[src/sv/tdpt_pkg.sv]
// ---------------------------------------------------------------------------
// tdpt_pkg
// types and constants shared by the trial-division prime tester
// ---------------------------------------------------------------------------
package tdpt_pkg;

  localparam int unsigned TABLE_DEPTH_DEF  = 8192;
  localparam int unsigned NUMBER_WIDTH_DEF = 32;
  localparam int unsigned PRIME_W          = 16;
  localparam int unsigned COUNT_W          = 32;
  localparam int unsigned LIMIT_W          = 16;

  localparam logic KIND_RESTART = 1'b0;
  localparam logic KIND_TEST    = 1'b1;

  localparam logic [LIMIT_W-1:0] LIMIT_RESET = 16'hFFFF;
  localparam logic [COUNT_W-1:0] COUNT_RESET = 32'd4;

  typedef struct packed {
    logic        kind;
    logic [31:0] number;
  } in_item_t;

  typedef struct packed {
    logic        prime_flag;
    logic [31:0] prime_count;
    logic        table_full;
  } out_item_t;

endpackage

[src/sv/tdpt_divider.sv]
// ---------------------------------------------------------------------------
// tdpt_divider
// restoring remainder unit, one quotient bit per cycle
// ---------------------------------------------------------------------------
module tdpt_divider
  import tdpt_pkg::*;
#(
  parameter int unsigned NUMBER_WIDTH = NUMBER_WIDTH_DEF
) (
  input  logic                    clk,
  input  logic                    rst_n,
  input  logic                    start,
  input  logic [NUMBER_WIDTH-1:0] dividend,
  input  logic [PRIME_W-1:0]      divisor,
  output logic                    done,
  output logic                    rem_zero
);

  localparam int unsigned CW = $clog2(NUMBER_WIDTH + 1);

  logic [NUMBER_WIDTH-1:0] shreg_r, shreg_nxt;
  logic [PRIME_W:0]        rem_r, rem_nxt;
  logic [PRIME_W-1:0]      dvs_r, dvs_nxt;
  logic [CW-1:0]           cnt_r, cnt_nxt;
  logic                    run_r, run_nxt;
  logic                    done_r, done_nxt;
  logic [PRIME_W+1:0]      trial;

  always_comb begin
    shreg_nxt = shreg_r;
    rem_nxt   = rem_r;
    dvs_nxt   = dvs_r;
    cnt_nxt   = cnt_r;
    run_nxt   = run_r;
    done_nxt  = 1'b0;
    trial     = {rem_r, shreg_r[NUMBER_WIDTH-1]} - {2'b00, dvs_r};
    if (start) begin
      shreg_nxt = dividend;
      rem_nxt   = '0;
      dvs_nxt   = divisor;
      cnt_nxt   = CW'(NUMBER_WIDTH);
      run_nxt   = 1'b1;
    end else if (run_r) begin
      // keep the partial remainder below the divisor
      if (!trial[PRIME_W+1]) begin
        rem_nxt = trial[PRIME_W:0];
      end else begin
        rem_nxt = {rem_r[PRIME_W-1:0], shreg_r[NUMBER_WIDTH-1]};
      end
      shreg_nxt = {shreg_r[NUMBER_WIDTH-2:0], 1'b0};
      cnt_nxt   = cnt_r - 1'b1;
      if (cnt_r == CW'(1)) begin
        run_nxt  = 1'b0;
        done_nxt = 1'b1;
      end
    end
  end

  always_ff @(posedge clk) begin
    if (!rst_n) begin
      run_r  <= 1'b0;
      done_r <= 1'b0;
      cnt_r  <= '0;
    end else begin
      run_r  <= run_nxt;
      done_r <= done_nxt;
      cnt_r  <= cnt_nxt;
    end
    shreg_r <= shreg_nxt;
    rem_r   <= rem_nxt;
    dvs_r   <= dvs_nxt;
  end

  assign done     = done_r;
  assign rem_zero = (rem_r == '0);

endmodule

[config.mk]
export PLATFORM = sky130hd
export DESIGN_NAME = tdpt_divider
export DESIGN_NICKNAME = d
export VERILOG_FILES = /design/src/sv/tdpt_pkg.sv /design/src/sv/tdpt_divider.sv
export SDC_FILE = /design/constraint.sdc
export NUM_CORES = 1
export LEC_CHECK = 0
export BUFFER_PORTS_ARGS = -buffer_cell sky130_fd_sc_hd__buf_4
export CAP_MARGIN = 20
export CORE_ASPECT_RATIO = 0.7
export CORE_MARGIN = 2
export CORE_UTILIZATION = 52
export CTS_CLUSTER_DIAMETER = 80
export DETAILED_ROUTE_END_ITERATION = 16
export PLACE_DENSITY_LB_ADDON = 0.3
export SYNTH_ARGS = -nofsm -noshare
export SYNTH_HDL_FRONTEND = slang
export SYNTH_SLANG_ARGS = --single-unit
[constraint.sdc]
create_clock -name clk -period 2.04 [get_ports clk]
set_input_delay 0.51 -clock clk [delete_from_list [all_inputs] [get_ports clk]]
set_output_delay 0.51 -clock clk [all_outputs]
set_load 0.1 [all_outputs]
# --- Word-level counts from Yosys, hierarchy flattened ---
# Index checks and enable logic that the tools add are counted.
word_totals:
  out_inout_bits: 2
  wordCells: 25
  regBits: 73
  inputBits: 51
op_classes:
  addsub: 2
  n_bitwise: 2
  n_reduce_logical: 4
  eq_ne: 1
  muxes: 9
ops:
  columns: ["operator", "n"]
  rows:
  - ["two-way mux 32 bit", 2]
  - ["subtractor 18 x 16 -> 18 bit", 1]
  - ["logical NOT 17 bit", 1]
  - ["two-way mux 17 bit", 1]
  - ["two-way mux 6 bit", 2]
  - ["== test 6 x 1 -> 1 bit (second input constant)", 1]
  - ["subtractor 6 x 1 -> 6 bit (second input constant)", 1]
  - ["two-way mux 1 bit", 4]
  - ["OR reduction 3 bit", 1]
  - ["inverter 1 bit", 2]
  - ["nonzero test 2 bit", 1]
  - ["OR reduction 2 bit", 1]

# --- Logic depth before layout (Yosys ltp) ---
logic_depth:
  ltp_word: 4
  mapped_depth: 11
  depth_no_buf: 10

# --- Worst setup path after synthesis ---
# Ideal clock, no wire load.
synth_timing:
  path_type: "register to output"
  startpoint: "reg rem_r[16]"
  endpoint: "out rem_zero"
  arrival_time_ns: 3.526
  path_slack_ns: -1.996
  path_buffers: 0
  path_stages_with_launch: 4
  required_ns: 1.530
  cell_sequence: "dfxtp_1 -> nor4_1 -> nand4_1 -> nor4_1"
synth_via:
  elab_chain_cells: 1
synth_rtl:
  columns: ["element", "line", "rtl"]
  rows:
  - ["start: declaration", "tdpt_divider.sv:22", "logic [PRIME_W:0] rem_r, rem_nxt;"]
  - ["start signal: assignment", "tdpt_divider.sv:70", "rem_r <= rem_nxt;"]
  - ["logical NOT 17 bit", "tdpt_divider.sv:75", "assign rem_zero = (rem_r == '0);"]
  - ["end: declaration", "tdpt_divider.sv:16", "output logic rem_zero"]
# No other way between the ends.

# --- Worst setup path in the final report ---
layout_timing:
  startpoint: "reg dvs_r[10]"
  endpoint: "reg rem_r[11]"
layout_via:
  elab_chain_cells: 2
layout_rtl:
  columns: ["element", "line", "rtl"]
  rows:
  - ["start: declaration", "tdpt_divider.sv:23", "logic [PRIME_W-1:0] dvs_r, dvs_nxt;"]
  - ["start signal: assignment", "tdpt_divider.sv:71", "dvs_r <= dvs_nxt;"]
  - ["subtractor 18 x 16 -> 18 bit", "tdpt_divider.sv:36", "trial = {rem_r, shreg_r[NUMBER_WIDTH-1]} - {2'b00, dvs_r};"]
  - ["two-way mux 17 bit", "tdpt_divider.sv:45", "if (!trial[PRIME_W+1]) begin"]
# No other way between the ends.
# A chain may end at the register's enable or synchronous reset.

==> flow_summary.json <==
{
  "via_per_inst": 5.376,
  "power_mw": 3.997,
  "crit_slowest_cell": "or3_1",
  "ys_ff_latch": 73,
  "power_frac_clock": 0.273,
  "instances_no_fill": 556,
  "synth_top_family_by_area": "multiplexers",
  "insertion_delay_ns": 0.35,
  "tightestPinTransition_ns": 0.3596,
  "grt_max_degree": 33,
  "nets": 523,
  "postSynth.asyncResetShare": 0,
  "synthesis.area_sq_um": 3791,
  "synth_fa_ha_area_frac": 0.06469,
  "die-area_sq_um": 8001,
  "initial_core_util": 0.5273,
  "grt_pass1_vias": 2984,
  "fmax_mhz": 417.6,
  "synthMuxAreaShare": 0.1290,
  "max_cap_violations": 0,
  "sequentialPowerShare": 0.446,
  "pwr-share-comb": 0.281,
  "multi_input_area_sq_um": 1946,
  "seq_area_sq_um": 1944,
  "ir_worst_vdd_mv": 0.6356,
  "powerDensity_nw_per_um2": 765.6,
  "avgSynthCellArea_sq_um": 11.35,
  "cts.sinks": 73,
  "gp_congestion": 0.9050,
  "rows": 26,
  "cts_buffers": 9,
  "grtUsageTotal": 0.2362,
  "path_cells": "inv_2 > ha_4 > buf_6 > nand4_1 > or3_1 > nand3_2 > xor2_4 > buf_6 > mux2i_2 > a211oi_1",
  "cp-start-kind": "flip-flop",
  "cp.arrival_ns": 2.61,
  "fin_util": 0.7262,
  "antenna_cells": 0,
  "grt_setup_unrepaired": "yes",
  "first_pass_iters": 6,
  "final.period_utilization": 1.174,
  "vias": 2989,
  "antenna_found_initial": 0,
  "critPathMaxStageDelay_ns": 0.40,
  "routed_wl_um": 8875,
  "cts_htree_levels": 3,
  "crit_fanout": 7,
  "areaGrowthSynthToFinish_pct": 37.72,
  "slew-limit-headroom": 0.7603,
  "placedCellCount": 534,
  "final_common_cell": "buf_4",
  "swShare": 0.2850,
  "drive_gt1_frac": 0.4301,
  "status": "finished, violations left",
  "cpLargestDelayFamily": "simple AND/OR/NAND/NOR gates",
  "io_pins": 53,
  "p_sw_mw": 1.139,
  "layout_common_cells": "110 x buf_4, 48 x edfxtp_1, 31 x mux2_2",
  "crit_start": "dvs_r[10]$_DFFE_PP_",
  "internal_power_mw": 2.858,
  "drt-initial-drc-count": 174,
  "synth_compound_area_frac": 0.1099,
  "synth-main-ff-cell": "edfxtp_1",
  "cp_common_cell": "buf_6",
  "regToRegStartpoint": "dvs_r[10]$_DFFE_PP_",
  "cp.required_ns": 2.26,
  "die_w_um": 106.1,
  "clockBufferDepth": 2,
  "worstSetupPathType": "flip-flop to flip-flop",
  "fin_crit_ns": 2.395,
  "grt.overflow.total": 0,
  "cts_tree": "done",
  "fillerInstances": 499,
  "synth-edff-count": 48,
  "clock_skew_ns": 0.006750,
  "yosysSeqAreaShare": 0.5122,
  "path_buf_inv": 3,
  "die_h_um": 75.44,
  "cts-root-buf": "clkbuf_8",
  "synth_nets": 404,
  "core_sq_um": 7189,
  "grt_pass1_wl_um": 14330,
  "slew_violations": 0,
  "hold_viol_final": 0,
  "setup_violations": 18,
  "leakagePower_nw": 2.162,
  "place.port_buffers": 52,
  "drc": 0,
  "ys_warn_count": 0,
  "ant_nets": 0,
  "place_hpwl_um": 6312,
  "endpoint_kind": "flip-flop",
  "hp-start": "divisor[9]",
  "synth_xor_area_frac": 0.04587,
  "yosysUniqueCellTypes": 43,
  "layout_setup_ws_ns": -0.3547,
  "path_clk_slew_ns": 0.07,
  "synthSimpleGateAreaFrac": 0.1023,
  "syn_inst": 334,
  "wl_per_cell_um": 15.96,
  "violations": "setup timing",
  "min_path_type": "input port to flip-flop"
}
cell type report:
cell class / count / share of cell area
multi-input cells: 228 / 0.3726
repair buffers: 119 / 0.1809
flip-flops and latches: 73 / 0.3724
clock inverters: 4 / 0.008867
well taps: 98 / 0.02348
clock buffers: 12 / 0.02588
inverters: 22 / 0.01582
registers in the layout, summed over array words and instances, names as in the netlist:
signal and count:
done 1, cnt_r 6, run_r 1, rem_r 17
dvs_r 16, shreg_r 32
routing by layer:
metal | GRT usage | vias to the layer above | part of all wire
met4 | 0.08480 | 0 | 0.013
met1 | 0.3117 | 1422 | 0.46
li1 | - | 1455 | -
met5 | 0 | - | 0
met2 | 0.3778 | 98 | 0.47
met3 | 0.07186 | 14 | 0.059
path summary, 6_finish.rpt:
check	endpoint	slack, ns	cells after the start
worst min register to register	cnt_r[1]$_SDFFE_PP0P_	0.49	2
worst max-delay path	rem_r[11]$_SDFFE_PP0P_	-0.35	10
worst max register to register	rem_r[11]$_SDFFE_PP0P_	-0.35	10
worst min-delay path	dvs_r[9]$_DFFE_PP_	0.33	1
synthesized netlist by cell type, drive strengths merged, types with 3 or more instances:
| cell | count | area share |
|---|---|---|
| nand2 | 19 | 0.019 |
| dfxtp | 25 | 0.13 |
| nor4 | 4 | 0.0066 |
| o31ai | 3 | 0.0059 |
| a21o | 5 | 0.0099 |
| o21a | 4 | 0.0079 |
| o21ai | 16 | 0.021 |
| edfxtp | 48 | 0.38 |
| nor2b | 3 | 0.0050 |
| nor3 | 7 | 0.0092 |
| a211oi | 8 | 0.016 |
| xnor2 | 9 | 0.021 |
| nand4 | 5 | 0.0083 |
| mux2i | 14 | 0.037 |
| nor2 | 26 | 0.026 |
| ha | 18 | 0.059 |
| a21oi | 18 | 0.026 |
| clkbuf | 5 | 0.0050 |
| nand3 | 4 | 0.0066 |
| buf | 6 | 0.0092 |
| mux2 | 31 | 0.092 |
| xor2 | 10 | 0.025 |
| inv | 22 | 0.022 |
| nand2b | 7 | 0.012 |
worst register-to-register path: cells and delay by family (launching register included):
family / cells / cell delay, ns
muxes: 1 / 0.22
DFF: 1 / 0.36
adders and majority gates: 1 / 0.29
and+or+nand+nor: 3 / 0.75
buffers and inverters: 3 / 0.33
xor gates and xnor gates: 1 / 0.21
AOI/OAI and AO/OA: 1 / 0.10
power by group through the flow:
stage                     Combinational [mW]  Sequential [mW]  Clock, mW
after floorplan                        0.602             1.80          0
after global placement                 0.957             1.80          0
after detailed placement               0.985             1.81          0
after CTS                               1.07             1.78       1.12
after global routing                    1.21             1.80       1.17
final                                   1.12             1.78       1.09
what timing repair did:
action,CTS,global route
setup endpoints to repair,18,18
hold buffers,0,0
endpoints found under the hold margin,0,0
buffers inserted,8,1
pin swaps,8,13
resized for setup,24,20
cell families after synthesis:
group | after synthesis
adders and majority gates | 19
and+or+nand+nor | 81
buffers and inverters | 33
xor gates and xnor gates | 19
AOI/OAI and AO/OA | 64
muxes | 45
DFF | 73
stage by stage:
step / hold slack [ns] / worst slack, ns / cell area [sq um] / TNS (ns)
3_5_place_dp: 0.4880 / -0.3763 / 4777 / -5.246
2_1_floorplan: 0.4576 / -0.2123 / 3845 / -2.104
5_1_grt: 0.3131 / -0.4199 / 5221 / -6.509
3_3_place_gp: 0.4759 / -0.3484 / 4777 / -4.823
4_1_cts: 0.3123 / -0.3307 / 5127 / -4.003
6_report: 0.3319 / -0.3547 / 5221 / -5.165
Power figures use the tool's default switching activity.
